### src/acceleration_split_timer_core_assert.svh
// assertion macros for the acceleration split timer
// expect signals named clk and rst_n in the scope of use
`ifndef ACCELERATION_SPLIT_TIMER_CORE_ASSERT_SVH
`define ACCELERATION_SPLIT_TIMER_CORE_ASSERT_SVH

// same-cycle implication, checked out of reset
`define AST_ASSERT_NOW(lbl, ante, cons, msg) \
  lbl: assert property (@(posedge clk) disable iff (!rst_n) (ante) |-> (cons)) else $error(msg);

// next-cycle implication, checked out of reset
`define AST_ASSERT_NEXT(lbl, ante, cons, msg) \
  lbl: assert property (@(posedge clk) disable iff (!rst_n) (ante) |=> (cons)) else $error(msg);

`endif

### src/ast_pkg.sv
// shared constants and types of the acceleration split timer
// no dependencies
`timescale 1ns / 1ps

package ast_pkg;

  localparam int AST_MARK_COUNT = 6;   // default number of speed marks
  localparam int AST_MARK_REGS  = 6;   // mark registers and split outputs

  localparam int AST_SPEED_W = 16;
  localparam int AST_TIME_W  = 32;
  localparam int AST_SPLIT_W = 16;
  localparam int AST_MARK_W  = 8;
  localparam int AST_SATS_W  = 5;
  localparam int AST_PHASE_W = 3;
  localparam int AST_CFG_IDX_W = 3;
  localparam int AST_CFG_DATA_W = 8;
  localparam int AST_THR_W   = 12;     // mark times scale

  localparam logic [AST_TIME_W-1:0] AST_RACE_LIMIT_MS = 32'd60000;
  localparam logic [AST_SATS_W-1:0] AST_MIN_SATS      = 5'd4;
  localparam logic [AST_THR_W-1:0]  AST_MARK_SCALE    = 12'd10;

  // operation codes
  localparam logic AST_OP_FIX     = 1'b0;
  localparam logic AST_OP_RESTART = 1'b1;

  // configuration register indexes
  localparam logic [AST_CFG_IDX_W-1:0] AST_CFG_ENABLE = 3'd0;
  localparam logic [AST_CFG_IDX_W-1:0] AST_CFG_MARK_0 = 3'd1;

  typedef logic [AST_SPLIT_W-1:0] split_t;

  typedef struct packed {
    logic [AST_PHASE_W-1:0]          phase;
    logic                            display_update;
    split_t [AST_MARK_REGS-1:0]      split_time;
  } result_t;

endpackage

### src/ast_if.sv
// item channels of the acceleration split timer
// depends on ast_pkg
`timescale 1ns / 1ps

interface ast_in_if;
  logic                              valid;
  logic                              ready;
  logic                              operation;
  logic [ast_pkg::AST_SATS_W-1:0]    satellites;
  logic [ast_pkg::AST_SPEED_W-1:0]   speed;
  logic [ast_pkg::AST_TIME_W-1:0]    now_ms;

  modport source(output valid, operation, satellites, speed, now_ms, input ready);
  modport sink(input valid, operation, satellites, speed, now_ms, output ready);
endinterface

interface ast_out_if;
  logic                              valid;
  logic                              ready;
  logic [ast_pkg::AST_PHASE_W-1:0]   phase;
  logic                              display_update;
  logic [ast_pkg::AST_SPLIT_W-1:0]   split_time_0;
  logic [ast_pkg::AST_SPLIT_W-1:0]   split_time_1;
  logic [ast_pkg::AST_SPLIT_W-1:0]   split_time_2;
  logic [ast_pkg::AST_SPLIT_W-1:0]   split_time_3;
  logic [ast_pkg::AST_SPLIT_W-1:0]   split_time_4;
  logic [ast_pkg::AST_SPLIT_W-1:0]   split_time_5;

  modport source(output valid, phase, display_update, split_time_0, split_time_1,
                 split_time_2, split_time_3, split_time_4, split_time_5, input ready);
  modport sink(input valid, phase, display_update, split_time_0, split_time_1,
               split_time_2, split_time_3, split_time_4, split_time_5, output ready);
endinterface

### src/acceleration_split_timer_core.sv
// acceleration split timer: phase tracking and per-mark split latching
// depends on ast_pkg, ast_if.sv and acceleration_split_timer_core_assert.svh
`timescale 1ns / 1ps
//
// usage
//   in_ch carries one gps fix or restart command per item; out_ch returns one
//   result item (phase, display_update, six split times) per input item.
//   cfg_we/cfg_index/cfg_wdata write enable (index 0) and the six speed marks
//   (indexes 1..6); other indexes are dropped. write only while idle.
// timing
//   an item is evaluated in the cycle it is accepted; its result goes to the
//   output slot, or to the skid slot while out_ch holds the output. one item
//   per cycle while out_ch takes results; each item builds on the last's state.
// stall
//   the output register is backed by a one-item skid stage, so an item is
//   still taken while a result waits; in_ch.ready drops only when both hold.
// reset
//   rst_n clears phase to awaiting, the start stamp and splits to zero, the
//   registers to zero and both output slots to empty.
//
module acceleration_split_timer_core #(
  parameter int MARK_COUNT = ast_pkg::AST_MARK_COUNT
) (
  input  logic                                 clk,
  input  logic                                 rst_n,
  ast_in_if.sink                               in_ch,
  ast_out_if.source                            out_ch,
  input  logic                                 cfg_we,
  input  logic [ast_pkg::AST_CFG_IDX_W-1:0]    cfg_index,
  input  logic [ast_pkg::AST_CFG_DATA_W-1:0]   cfg_wdata
);

  `include "acceleration_split_timer_core_assert.svh"

  // marks beyond the register list are never visible, so only the visible
  // ones are stored
  localparam int NUM_SPLIT = (MARK_COUNT > ast_pkg::AST_MARK_REGS) ?
                             ast_pkg::AST_MARK_REGS : MARK_COUNT;

  typedef enum logic [ast_pkg::AST_PHASE_W-1:0] {
    PH_AWAIT = 3'd0,
    PH_IDLE  = 3'd1,
    PH_SOFT  = 3'd2,
    PH_RACE  = 3'd3,
    PH_DONE  = 3'd4
  } phase_t;

  // configuration
  logic                                enable_r;
  logic [ast_pkg::AST_MARK_W-1:0]      mark_r [ast_pkg::AST_MARK_REGS];

  // measurement state
  phase_t                              phase_r, phase_nxt;
  logic [ast_pkg::AST_TIME_W-1:0]      stamp_r, stamp_nxt;
  ast_pkg::split_t                     split_r   [NUM_SPLIT];
  ast_pkg::split_t                     split_nxt [NUM_SPLIT];
  logic                                upd;

  // output slot and skid slot
  logic                                out_v_r, skid_v_r;
  ast_pkg::result_t                    out_d_r, skid_d_r;
  ast_pkg::result_t                    res;

  logic                                in_fire, out_free;
  logic                                restart_fire;
  logic [ast_pkg::AST_TIME_W-1:0]      elapsed;
  logic                                fix_ok;

  assign in_fire  = in_ch.valid && in_ch.ready;
  assign out_free = !out_v_r || out_ch.ready;
  assign in_ch.ready = !skid_v_r;
  assign restart_fire = in_fire && (in_ch.operation == ast_pkg::AST_OP_RESTART);

  // elapsed time wraps with the millisecond clock
  assign elapsed = in_ch.now_ms - stamp_r;
  assign fix_ok  = enable_r && (in_ch.satellites >= ast_pkg::AST_MIN_SATS);

  // one pass over the item: restart clear or phase step, plus the race-fix latch
  always_comb begin
    logic race;
    logic clear;
    logic [ast_pkg::AST_THR_W-1:0] thr;
    race      = 1'b0;
    clear     = 1'b0;
    thr       = '0;
    phase_nxt = phase_r;
    stamp_nxt = stamp_r;
    upd       = 1'b0;
    for (int i = 0; i < NUM_SPLIT; i++) begin
      split_nxt[i] = split_r[i];
    end

    if (in_ch.operation == ast_pkg::AST_OP_RESTART) begin
      clear = 1'b1;
      upd   = 1'b1;
    end else if (fix_ok) begin
      upd = 1'b1;
      case (phase_r)
        PH_AWAIT: begin
          if (in_ch.speed == '0) phase_nxt = PH_IDLE;
        end
        PH_IDLE: begin
          if (in_ch.speed != '0) begin
            phase_nxt = PH_SOFT;
            stamp_nxt = in_ch.now_ms;
          end
        end
        PH_SOFT: begin
          // a stop before the race starts throws the run away
          if (in_ch.speed == '0) begin
            clear = 1'b1;
          end else begin
            phase_nxt = PH_RACE;
            race      = 1'b1;
          end
        end
        PH_RACE: begin
          if (in_ch.speed == '0) phase_nxt = PH_DONE;
          else                   race      = 1'b1;
        end
        default: begin
        end
      endcase
    end

    if (race) begin
      // a zero split still reads as not reached and may latch again
      for (int i = 0; i < NUM_SPLIT; i++) begin
        thr = mark_r[i] * ast_pkg::AST_MARK_SCALE;
        if (split_r[i] == '0 && in_ch.speed >= ast_pkg::AST_SPEED_W'(thr)) begin
          split_nxt[i] = elapsed[ast_pkg::AST_SPLIT_W-1:0];
        end
      end
      if (elapsed >= ast_pkg::AST_RACE_LIMIT_MS) phase_nxt = PH_DONE;
    end

    if (clear) begin
      phase_nxt = PH_AWAIT;
      stamp_nxt = '0;
      for (int i = 0; i < NUM_SPLIT; i++) begin
        split_nxt[i] = '0;
      end
    end
  end

  // result item built from the state after this item
  always_comb begin
    res.phase          = phase_nxt;
    res.display_update = upd;
    for (int j = 0; j < ast_pkg::AST_MARK_REGS; j++) begin
      res.split_time[j] = '0;
    end
    for (int j = 0; j < NUM_SPLIT; j++) begin
      res.split_time[j] = split_nxt[j];
    end
  end

  // configuration writes
  always_ff @(posedge clk) begin
    if (!rst_n) begin
      enable_r <= 1'b0;
      for (int k = 0; k < ast_pkg::AST_MARK_REGS; k++) begin
        mark_r[k] <= '0;
      end
    end else if (cfg_we) begin
      if (cfg_index == ast_pkg::AST_CFG_ENABLE) enable_r <= cfg_wdata[0];
      for (int k = 0; k < ast_pkg::AST_MARK_REGS; k++) begin
        if (cfg_index == ast_pkg::AST_CFG_MARK_0 + ast_pkg::AST_CFG_IDX_W'(k)) begin
          mark_r[k] <= cfg_wdata;
        end
      end
    end
  end

  // phase, start stamp and split store
  always_ff @(posedge clk) begin
    if (!rst_n) begin
      phase_r <= PH_AWAIT;
      stamp_r <= '0;
      for (int i = 0; i < NUM_SPLIT; i++) begin
        split_r[i] <= '0;
      end
    end else if (in_fire) begin
      phase_r <= phase_nxt;
      stamp_r <= stamp_nxt;
      for (int i = 0; i < NUM_SPLIT; i++) begin
        split_r[i] <= split_nxt[i];
      end
    end
  end

  // output register with skid stage
  always_ff @(posedge clk) begin
    if (!rst_n) begin
      out_v_r  <= 1'b0;
      skid_v_r <= 1'b0;
    end else if (out_free) begin
      if (skid_v_r) begin
        out_v_r  <= 1'b1;
        skid_v_r <= 1'b0;
      end else begin
        out_v_r  <= in_fire;
      end
    end else if (in_fire) begin
      skid_v_r <= 1'b1;
    end
  end

  always_ff @(posedge clk) begin
    if (out_free) begin
      out_d_r <= skid_v_r ? skid_d_r : res;
    end
    if (!out_free && in_fire) begin
      skid_d_r <= res;
    end
  end

  assign out_ch.valid          = out_v_r;
  assign out_ch.phase          = out_d_r.phase;
  assign out_ch.display_update = out_d_r.display_update;
  assign out_ch.split_time_0   = out_d_r.split_time[0];
  assign out_ch.split_time_1   = out_d_r.split_time[1];
  assign out_ch.split_time_2   = out_d_r.split_time[2];
  assign out_ch.split_time_3   = out_d_r.split_time[3];
  assign out_ch.split_time_4   = out_d_r.split_time[4];
  assign out_ch.split_time_5   = out_d_r.split_time[5];

  // skid slot only fills behind a held output
  `AST_ASSERT_NOW(a_skid_behind_out, skid_v_r, out_v_r, "skid full with output empty")
  // a restart always lands in awaiting
  `AST_ASSERT_NEXT(a_restart_clears, restart_fire, phase_r == PH_AWAIT, "restart missed")
  // done is left only through a restart
  `AST_ASSERT_NEXT(a_done_sticks, phase_r == PH_DONE && !restart_fire, phase_r == PH_DONE, "done left")
  // awaiting is only reached by a clear or by reset, so no stamp is held there
  `AST_ASSERT_NOW(a_await_no_stamp, phase_r == PH_AWAIT, stamp_r == '0, "stamp held while awaiting")

endmodule
### src/flat_wrapper.sv
// flat-port wrapper written by rule: the top's interface ports become plain ports
module acceleration_split_timer_core_flat 
#(
  parameter int MARK_COUNT = ast_pkg::AST_MARK_COUNT
)
  (clk, rst_n, cfg_we, cfg_index, cfg_wdata, in_ch_valid, in_ch_operation, in_ch_satellites, in_ch_speed, in_ch_now_ms, in_ch_ready, out_ch_valid, out_ch_phase, out_ch_display_update, out_ch_split_time_0, out_ch_split_time_1, out_ch_split_time_2, out_ch_split_time_3, out_ch_split_time_4, out_ch_split_time_5, out_ch_ready);
  ast_in_if in_ch_i ();
  ast_out_if out_ch_i ();
  input  logic clk;
  input  logic rst_n;
  input  logic cfg_we;
  input  logic [ast_pkg::AST_CFG_IDX_W-1:0] cfg_index;
  input  logic [ast_pkg::AST_CFG_DATA_W-1:0] cfg_wdata;
  input wire logic [$bits(in_ch_i.valid)-1:0] in_ch_valid;
  input wire logic [$bits(in_ch_i.operation)-1:0] in_ch_operation;
  input wire logic [$bits(in_ch_i.satellites)-1:0] in_ch_satellites;
  input wire logic [$bits(in_ch_i.speed)-1:0] in_ch_speed;
  input wire logic [$bits(in_ch_i.now_ms)-1:0] in_ch_now_ms;
  output wire logic [$bits(in_ch_i.ready)-1:0] in_ch_ready;
  output wire logic [$bits(out_ch_i.valid)-1:0] out_ch_valid;
  output wire logic [$bits(out_ch_i.phase)-1:0] out_ch_phase;
  output wire logic [$bits(out_ch_i.display_update)-1:0] out_ch_display_update;
  output wire logic [$bits(out_ch_i.split_time_0)-1:0] out_ch_split_time_0;
  output wire logic [$bits(out_ch_i.split_time_1)-1:0] out_ch_split_time_1;
  output wire logic [$bits(out_ch_i.split_time_2)-1:0] out_ch_split_time_2;
  output wire logic [$bits(out_ch_i.split_time_3)-1:0] out_ch_split_time_3;
  output wire logic [$bits(out_ch_i.split_time_4)-1:0] out_ch_split_time_4;
  output wire logic [$bits(out_ch_i.split_time_5)-1:0] out_ch_split_time_5;
  input wire logic [$bits(out_ch_i.ready)-1:0] out_ch_ready;
  assign in_ch_i.valid = in_ch_valid;
  assign in_ch_i.operation = in_ch_operation;
  assign in_ch_i.satellites = in_ch_satellites;
  assign in_ch_i.speed = in_ch_speed;
  assign in_ch_i.now_ms = in_ch_now_ms;
  assign in_ch_ready = in_ch_i.ready;
  assign out_ch_valid = out_ch_i.valid;
  assign out_ch_phase = out_ch_i.phase;
  assign out_ch_display_update = out_ch_i.display_update;
  assign out_ch_split_time_0 = out_ch_i.split_time_0;
  assign out_ch_split_time_1 = out_ch_i.split_time_1;
  assign out_ch_split_time_2 = out_ch_i.split_time_2;
  assign out_ch_split_time_3 = out_ch_i.split_time_3;
  assign out_ch_split_time_4 = out_ch_i.split_time_4;
  assign out_ch_split_time_5 = out_ch_i.split_time_5;
  assign out_ch_i.ready = out_ch_ready;
  acceleration_split_timer_core #(.MARK_COUNT(MARK_COUNT)) u_core (.clk(clk), .rst_n(rst_n), .in_ch(in_ch_i), .out_ch(out_ch_i), .cfg_we(cfg_we), .cfg_index(cfg_index), .cfg_wdata(cfg_wdata));
endmodule
### config.mk
export PLATFORM = sky130hd
export DESIGN_NAME = acceleration_split_timer_core_flat
export DESIGN_NICKNAME = d
export VERILOG_FILES = /design/src/ast_pkg.sv /design/src/ast_if.sv /design/src/acceleration_split_timer_core.sv /design/src/flat_wrapper.sv
export VERILOG_INCLUDE_DIRS = /design/src /design/src/src
export SDC_FILE = /design/constraint.sdc
export NUM_CORES = 1
export LEC_CHECK = 0
export BUFFER_PORTS_ARGS = -buffer_cell sky130_fd_sc_hd__buf_4
export CORE_AREA = 2 2 186 188
export DETAILED_ROUTE_END_ITERATION = 12
export DIE_AREA = 0 0 188 190
export GPL_TIMING_DRIVEN = 0
export PLACE_DENSITY = 0.8
export SLEW_MARGIN = 30
export SYNTH_ARGS = -nofsm -noshare
export SYNTH_HDL_FRONTEND = slang
export SYNTH_SLANG_ARGS = --single-unit
export TNS_END_PERCENT = 30
### constraint.sdc
create_clock -name clk -period 10.2 [get_ports clk]
set_input_delay 0.51 -clock clk [delete_from_list [all_inputs] [get_ports clk]]
set_output_delay 0.51 -clock clk [all_outputs]
set_load 0.02 [all_outputs]
# Word level (Yosys, flattened, before mapping)
# Memories as Yosys holds them, arrays and structs flattened.
# Cells that the tools add are included.
op_classes:
  n_addsub: 1
  mul: 6
  n_lt_le_gt_ge: 8
  n_eq_ne: 10
  mux: 75
  bitwise: 13
  reduce_logical: 30
op_table:
  columns: ["operator", "n"]
  rows:
  - ["$mux W16", 12]
  - ["$mux W96", 2]
  - ["$mux W32", 5]
  - ["$logic_not A16 Y1", 7]
  - ["$mux W100", 1]
  - ["$ge A16 B12 Y1", 6]
  - ["$mul A8 B3 Y11 const B", 6]
  - ["$mux W8", 6]
  - ["$mux W1", 39]
  - ["$ge A32 B16 Y1 const B", 1]
  - ["$sub A32 B32 Y32", 1]
  - ["$mux W3", 9]
  - ["$reduce_bool A16 Y1", 1]
  - ["$eq A3 B2 Y1 const B", 4]
  - ["$or A1 B1 Y1", 12]
  - ["$pmux W3 S4", 1]
  - ["$eq A3 B3 Y1 const B", 3]
  - ["$logic_and A1 B1 Y1", 9]
  - ["$eq A3 B1 Y1 const B", 2]
  - ["$logic_not A3 Y1", 2]
  - ["$reduce_bool A2 Y1", 3]
  - ["$ge A5 B3 Y1 const B", 1]
  - ["$reduce_and A5 Y1", 1]
  - ["$reduce_or A2 Y1", 2]
  - ["other kinds (5)", 7]
word_totals:
  ff_bits: 238
  mem_bits_rw: 144
  inputBits: 70
  output_inout_bits: 102
  mem_count: 2
mem_list:
  columns: ["memory", "depth", "width", "rd", "rd_clocked_by_memory_dff", "wr", "line", "text"]
  rows:
  - ["u_core.split_r", 6, 16, 6, 0, 6, "acceleration_split_timer_core.sv:55", "ast_pkg::split_t split_r [NUM_SPLIT];"]
  - ["u_core.mark_r", 6, 8, 6, 0, 6, "acceleration_split_timer_core.sv:50", "logic [ast_pkg::AST_MARK_W-1:0] mark_r [ast_pkg::AST_MARK_REGS];"]

# Logic depth before layout (Yosys ltp)
# Gate-level depths: netlist of the first run.
depth:
  word_depth: 9
  depth_mapped: 19
  ltp_nobuf: 18

# Worst setup path before layout of the first run
# OpenSTA, ideal clock, no wires.
synth_timing:
  path_kind: "input to register"
  start: "input out_ch_ready"
  end: "register u_core.skid_d_r[0] (netlist bit), enable pin"
  t_arrival_ps: 7359
  slack_ps: 2281
  cell_stages: 2
  n_path_buf: 0
  cell_sequence: "nand2b_1 > nor2_1"
synth_between:
  elab_chain_len: 3
synth_lines:
  columns: ["element", "line", "text"]
  rows:
  - ["from (decl)", "flat_wrapper.sv:29", "input wire logic [$bits(out_ch_i.ready)-1:0] out_ch_ready;"]
  - ["$logic_or A1 B1 Y1", "acceleration_split_timer_core.sv:70", "assign out_free = !out_v_r || out_ch.ready;"]
  - ["$logic_not A1 Y1", "acceleration_split_timer_core.sv:213", "if (!out_free && in_fire) begin"]
  - ["$logic_and A1 B1 Y1", "acceleration_split_timer_core.sv:213", null]
  - ["to (signal assigned)", "acceleration_split_timer_core.sv:214", "skid_d_r <= res;"]
  - ["to (decl)", "acceleration_split_timer_core.sv:61", "ast_pkg::result_t out_d_r, skid_d_r;"]
# No other way between the ends.
# A chain may end at the register's enable or synchronous reset.

==> results.json, run 1 <==
{
  "status": "finished, final reports clean",
  "vias": 15800,
  "syn_nets": 2133,
  "drt-vias-per-instance": 6.09,
  "worst-path-buf-inv": 3,
  "yosys.area_share.simple_pct": 14.1,
  "finalHoldViolCount": 0,
  "clk_pin_slew_worst_paths_ns": 0.06,
  "fin_util_pct": 69.9,
  "antenna_found_initial": 0,
  "synth_compound_area_share_pct": 14.4,
  "fin_tns_setup_ns": 0,
  "synth_top_family_by_area": "compound AO/OA/AOI/OAI gates",
  "synth_ff_type": "edfxtp_1",
  "dpl_worst_slack_ns": 5.72,
  "drv_slew": 0,
  "min_period_over_period_pct": 44.7,
  "synthArstFlopShare_pct": 0,
  "grt_pass1_vias": 15200,
  "route.final.wire_length_um": 52500,
  "hpwl_um": 37700,
  "io_buffers": 169,
  "hold-path-endpoint": "u_core.stamp_r[29]$_SDFFE_PN0P_",
  "peakVddDrop_mv": 0.144,
  "syn_area_per_cell_sq_um": 10.8,
  "final_nets": 2351,
  "diodes": 0,
  "htree_levels": 2,
  "p_per_area_nw_per_um2": 165,
  "end_kind": "flop",
  "timing.fmax_mhz": 219,
  "clockBufferDepth": 3,
  "r2r_slack_ns": 5.64,
  "avgRoutedWirePerCell_um": 20.3,
  "synth_area_leaders": "edfxtp_1 51%, ha_1 10%, nor2_1 4.4%",
  "max_stage_delay_ns": 0.73,
  "rows": 68,
  "leakage_nw": 9.26,
  "cp_slowest_cell": "a2111oi_4",
  "cts_tree": "done",
  "ant_nets": 0,
  "r2r_start": "u_core.mark_r[0][35]$_SDFFCE_PN0P_",
  "synth_xor_area_share_pct": 2.37,
  "io_pins": 172,
  "drt_iter0_drc": 1746,
  "critPathMaxFanout": 10,
  "hold_slack_ns": 0.250,
  "n_fill_cell": 2436,
  "die_h_um": 190,
  "die_w_um": 188,
  "placedCellCount": 2519,
  "worstPathArrival_ns": 4.90,
  "rsz0062_at_grt": "no",
  "yosys_register_bits": 382,
  "yosysTopAreaCellShare_pct": 50.7,
  "worstSetupStartpoint": "u_core.mark_r[0][35]$_SDFFCE_PN0P_",
  "synthToLayoutAreaGrowth_pct": 16.6,
  "hold_path_depth": 3,
  "slew_headroom_pct": 21.4,
  "crit_family": "compound AO/OA/AOI/OAI gates",
  "finalClockSkew_ns": 0.0198,
  "route.detailed.drc": 0,
  "drive_gt1_share_pct": 12.7,
  "initial_core_util_pct": 60.0,
  "cts_resized": 0,
  "muxShareOfSynthArea_pct": 0.313,
  "critical_path_class": "flop to flop",
  "cts_root_buf": "clkbuf_16",
  "fin_ws_ns": 5.64,
  "first_pass_iters": 6,
  "overflow": 0,
  "yosysUniqueCellTypes": 73,
  "worstMarginPinSlew_ns": 1.18,
  "post_cts_buffers": 0,
  "synthAdderAreaFrac_pct": 11.1,
  "hold_buffers": 0,
  "synth_area_sq_um": 20400,
  "min_path_type": "primary input to flop",
  "gp_congestion": 0.897,
  "r2r_end": "u_core.out_ch.split_time_4[9]$_DFFE_PP_",
  "start_kind": "flop",
  "cts_sinks": 382,
  "fin_cells": 2589,
  "grt_usage_pct": 29.0,
  "yosysWarnings": 0,
  "clk-insertion-delay-late_ns": 0.56,
  "reg2reg_depth": 17,
  "crit_chain": "ha_1, ha_1, inv_1, fa_1, inv_1, a21oi_1, o21bai_1, a21o_1, a21oi_1, xor2_1, ha_1, and4_1, o21ai_0, a2111oi_4, clkbuf_1, a21oi_1, o31ai_1",
  "setup-violations-final": 0,
  "grt_max_degree": 61,
  "min_from": "in_ch_now_ms[29]",
  "yosysSeqAreaShare_pct": 54.5,
  "dieArea_sq_um": 35700,
  "synth_top_area_cell": "edfxtp_1",
  "cts_inserted_buffers": 39,
  "synthCells": 1887,
  "finalCriticalPeriod_ns": 4.56,
  "worstPathRequired_ns": 10.54,
  "core-area_sq_um": 33900,
  "synth-edff-count": 344,
  "maxCapViolations": 0,
  "grt_pass1_wl_um": 80800
}
[per-stage QoR]
step | total power [mW] | instance area (sq um)
floorplan | 2.28 | 20400
global placement | 2.49 | 22200
detailed placement | 2.53 | 22500
CTS | 3.91 | 23700
global route | 4.05 | 23700
finish | 3.91 | 23700
[layout make-up]
cell class	count	area (sq um)	area share (%)
plain buffers	78	303	1.28
clock buffers	52	1030	4.36
clock inverters	18	198	0.833
inverters	97	369	1.56
multi-input cells	1330	8720	36.8
flip-flops and latches	382	11100	46.7
well taps	455	569	2.40
repair buffers	177	1450	6.10
[cells by family after synthesis]
group,after synthesis
compound gates,471
fa+ha+maj,176
mux,6
xor+xnor,55
buf+inv,175
simple gates,622
flops,382
[synth_stat cells (9+ instances only)]
master	number
dfxtp_1	38
nand4_1	12
nand3_1	49
buf_1	11
clkbuf_1	59
xnor2_1	25
o21a_1	18
o21bai_1	15
o21ai_0	110
and3_1	9
inv_1	97
nand2_1	170
nor4_1	29
a21o_1	28
and2_1	50
ha_1	169
nor2_1	236
a21boi_0	37
edfxtp_1	344
a21oi_1	168
nand2b_1	10
o31ai_1	34
nor3_1	14
xor2_1	30
nor2b_1	15
[placed cells by master (no fill, tap or decap), drive strengths merged, types with 29 or more instances in the layout]
cell / n
a21boi: 40
a21oi: 168
and2: 50
buf: 196
clkbuf: 111
dfxtp: 38
edfxtp: 344
ha: 169
inv: 101
nand2: 170
nand3: 49
nor2: 236
nor4: 29
o21ai: 111
o31ai: 35
xor2: 30
[layer usage]
metal | vias up | wire length [um] | global-route usage [%]
met4 | 0 | 1920 | 10.5
met2 | 753 | 25000 | 49.0
li1 | 7307 | - | -
met5 | - | 0 | 0
met3 | 137 | 4890 | 6.31
met1 | 7569 | 20700 | 36.9
[sequential cells by signal, summed over array words and instances, names as in the netlist]
register and flops:
u_core.enable_r 1, u_core.out_ch.split_time_1 16, u_core.phase_r 3, u_core.split_r 96, u_core.out_ch.split_time_3 16, u_core.out_ch.split_time_0 16, u_core.out_ch.split_time_2 16, u_core.skid_v_r 1
u_core.out_ch.phase 3, u_core.out_ch.valid 1, u_core.mark_r 48, u_core.skid_d_r 100, u_core.out_ch.display_update 1, u_core.out_ch.split_time_4 16, u_core.out_ch.split_time_5 16, u_core.stamp_r 32
[report_power, final]
part / switching [mW] / internal, mW / total, mW / leakage (nW)
clock: 0.599 / 0.798 / 1.40 / 0.594
sequential: 0.0376 / 1.79 / 1.83 / 3.84
combinational: 0.424 / 0.259 / 0.684 / 4.83
total: 1.06 / 2.85 / 3.91 / 9.26
[how the worst max path moves through the flow]
| stage | to | slack [ns] | cells after the start |
|---|---|---|---|
| after detailed placement | u_core.out_ch.split_time_4[6]$_DFFE_PP_ | 5.72 | 17 |
| after floorplan | u_core.skid_d_r[0]$_DFFE_PP_ | 2.28 | 2 |
| after global placement | u_core.skid_d_r[44]$_DFFE_PP_ | -2.37 | 3 |
| final | u_core.out_ch.split_time_4[9]$_DFFE_PP_ | 5.64 | 17 |
| after CTS | u_core.out_ch.split_time_4[6]$_DFFE_PP_ | 5.66 | 17 |
| after global routing | u_core.out_ch.split_time_4[6]$_DFFE_PP_ | 5.42 | 17 |
[tightest hold or removal path, delay by kind of cell]
family / cells / cell delay [ns]
buffers and inverters: 1 / 0.12
AO/OA/AOI/OAI: 1 / 0.07
AND/OR/NAND/NOR: 1 / 0.05
(Power assumes the default switching activity.)
==> run 2, diff against run 1 <==
Clock period 10.2 ns to 4.6 ns, I/O delays scaled along.
==> results.json, run 2 (synthesized netlist as in run 1, its figures left out) <==
{
  "min_period_over_period_pct": 96.9,
  "setup-violations-final": 0,
  "layout_common_cells": "344 x edfxtp_1, 235 x nor2_1, 172 x buf_4, 170 x nand2_1, 169 x ha_1",
  "io_pins": 172,
  "cts_inserted_buffers": 39,
  "power_mw": 8.53,
  "antenna_found_initial": 0,
  "grt_pass1_vias": 15000,
  "grt_pass1_wl_um": 80400,
  "top_register": "u_core.skid_d_r",
  "finalHoldViolCount": 0,
  "die_h_um": 190,
  "cts_sinks": 382,
  "status": "finished, final reports clean",
  "crit_family": "compound AO/OA/AOI/OAI gates",
  "maxCapViolations": 0,
  "final_nets": 2387,
  "route.detailed.drc": 0,
  "clk_pin_slew_worst_paths_ns": 0.06,
  "synthToLayoutAreaGrowth_pct": 18.3,
  "drv_slew": 0,
  "path_depth": 17,
  "fin_util_pct": 71.0,
  "finalClockSkew_ns": 0.0137,
  "start_kind": "flop",
  "grt_usage_pct": 28.8,
  "largestRegisters": "u_core.skid_d_r x100, u_core.split_r x96, u_core.mark_r x48",
  "worstMarginPinSlew_ns": 1.02,
  "vias": 15900,
  "diodes": 0,
  "finalCriticalPeriod_ns": 4.46,
  "rsz0062_at_grt": "yes",
  "leakage_nw": 9.42,
  "timing.fmax_mhz": 224,
  "crit_chain": "ha_1, ha_1, a21o_1, a21oi_1, o21bai_1, a21oi_1, nor2b_1, o21ai_0, ha_1, a21o_1, nor2_1, nand2_1, o311ai_1, inv_1, clkbuf_2, a21oi_1, o31ai_1",
  "n_fill_cell": 2392,
  "gp_congestion": 0.905,
  "min_path_type": "primary input to flop",
  "p_per_area_nw_per_um2": 354,
  "die_w_um": 188,
  "cp_slowest_cell": "o311ai_1",
  "drt_iter0_drc": 1523,
  "regArea_sq_um": 11100,
  "worstPathRequired_ns": 4.88,
  "core-area_sq_um": 33900,
  "multi_input_area_sq_um": 8740,
  "max_stage_delay_ns": 0.45,
  "grt_max_degree": 65,
  "first_pass_iters": 6,
  "critPathMaxFanout": 10,
  "hpwl_um": 36900,
  "end_kind": "flop",
  "hold_path_depth": 3,
  "htree_levels": 2,
  "layout_commonest_cell": "edfxtp_1",
  "critical_path_class": "flop to flop",
  "slew_headroom_pct": 31.7,
  "rows": 68,
  "avgRoutedWirePerCell_um": 19.9,
  "drt-vias-per-instance": 6.04,
  "worstPathArrival_ns": 4.73,
  "ant_nets": 0,
  "route.final.wire_length_um": 52300,
  "cts_root_buf": "clkbuf_16",
  "worst-path-buf-inv": 2,
  "peakVddDrop_mv": 0.296,
  "clk-insertion-delay-late_ns": 0.55,
  "initial_core_util_pct": 60.0,
  "dieArea_sq_um": 35700,
  "largest_reg_flops": 100,
  "io_buffers": 169,
  "reg2reg_depth": 17,
  "drive_gt1_share_pct": 13.0,
  "cts_tree": "done",
  "overflow": 0,
  "clockBufferDepth": 3
}
==> run 2: cell count changes in the layout (fill, tap and decap cells not counted), moves of 3 or more <==
cell / delta
dlygate4sd3_1: +33
clkinv_2: +7
clkbuf_1: -6
a21oi_1: -4
a21oi_2: +4
clkinv_1: +4
buf_16: +3
bufinv_16: -3
==> run 2: metrics by stage <==
step	area (sq um)	TNS [ns]	std cells	hold slack [ns]	worst slack (ns)
6_report	24100	0	2627	0.0212	0.142
5_1_grt	24100	-0.125	2627	0.0344	-0.0770
4_1_cts	24100	0	2625	0.0117	0.0762
3_5_place_dp	22600	0	2520	0.453	0.0951
3_3_place_gp	22200	-95.39	2511	0.439	-0.955
2_1_floorplan	20400	0	1887	0.381	0.265
==> run 2: worst paths after layout <==
kind	slack (ns)	start	to
setup / recovery	0.14	u_core.mark_r[0][42]$_SDFFCE_PN0P_	u_core.out_ch.split_time_5[3]$_DFFE_PP_
hold reg to reg	0.46	u_core.stamp_r[10]$_SDFFE_PN0P_	u_core.stamp_r[10]$_SDFFE_PN0P_
setup reg to reg	0.14	u_core.mark_r[0][42]$_SDFFCE_PN0P_	u_core.out_ch.split_time_5[3]$_DFFE_PP_
hold / removal	0.02	cfg_we	u_core.enable_r$_SDFFE_PN0P_
==> run 2: worst register-to-register path: stages (launching register included) <==
cell	delay [ns]
edfxtp_1	0.40
ha_1	0.34
ha_1	0.30
a21o_1	0.16
a21oi_1	0.21
o21bai_1	0.09
a21oi_1	0.23
nor2b_1	0.07
o21ai_0	0.22
ha_1	0.30
a21o_1	0.19
nor2_1	0.08
nand2_1	0.06
o311ai_1	0.45
inv_1	0.27
clkbuf_2	0.29
a21oi_1	0.39
o31ai_1	0.14
==> run 2: final cells by class <==
type	instances	share of cell area, %
clock buffer	48	4.23
timing repair buffer	213	7.65
sequential	382	46.0
multi-input combinational	1330	36.3
inverter	97	1.53
tap	455	2.36
clock inverter	24	0.628
buffer	78	1.27
==> run 2: where the power goes <==
group / switching, mW / leakage, nW / internal, mW
clock network: 1.35 / 0.579 / 1.59
logic: 0.933 / 5.01 / 0.592
registers: 0.0840 / 3.84 / 3.98
==> run 2: timing repair <==
item	CTS	global route
buffers inserted	0	2
setup endpoints to repair	0	56
hold buffers	33	0
hold endpoints to repair	33	0
resized for setup	0	9
==> run 2: metal layers <==
layer / track usage (%) / wire length, um / up-vias
met3: 4.85 / 4420 / 144
met2: 47.7 / 24900 / 743
li1: - / - / 7384
met1: 38.3 / 21000 / 7605
met5: 0 / 0 / -
met4: 11.1 / 1970 / 0
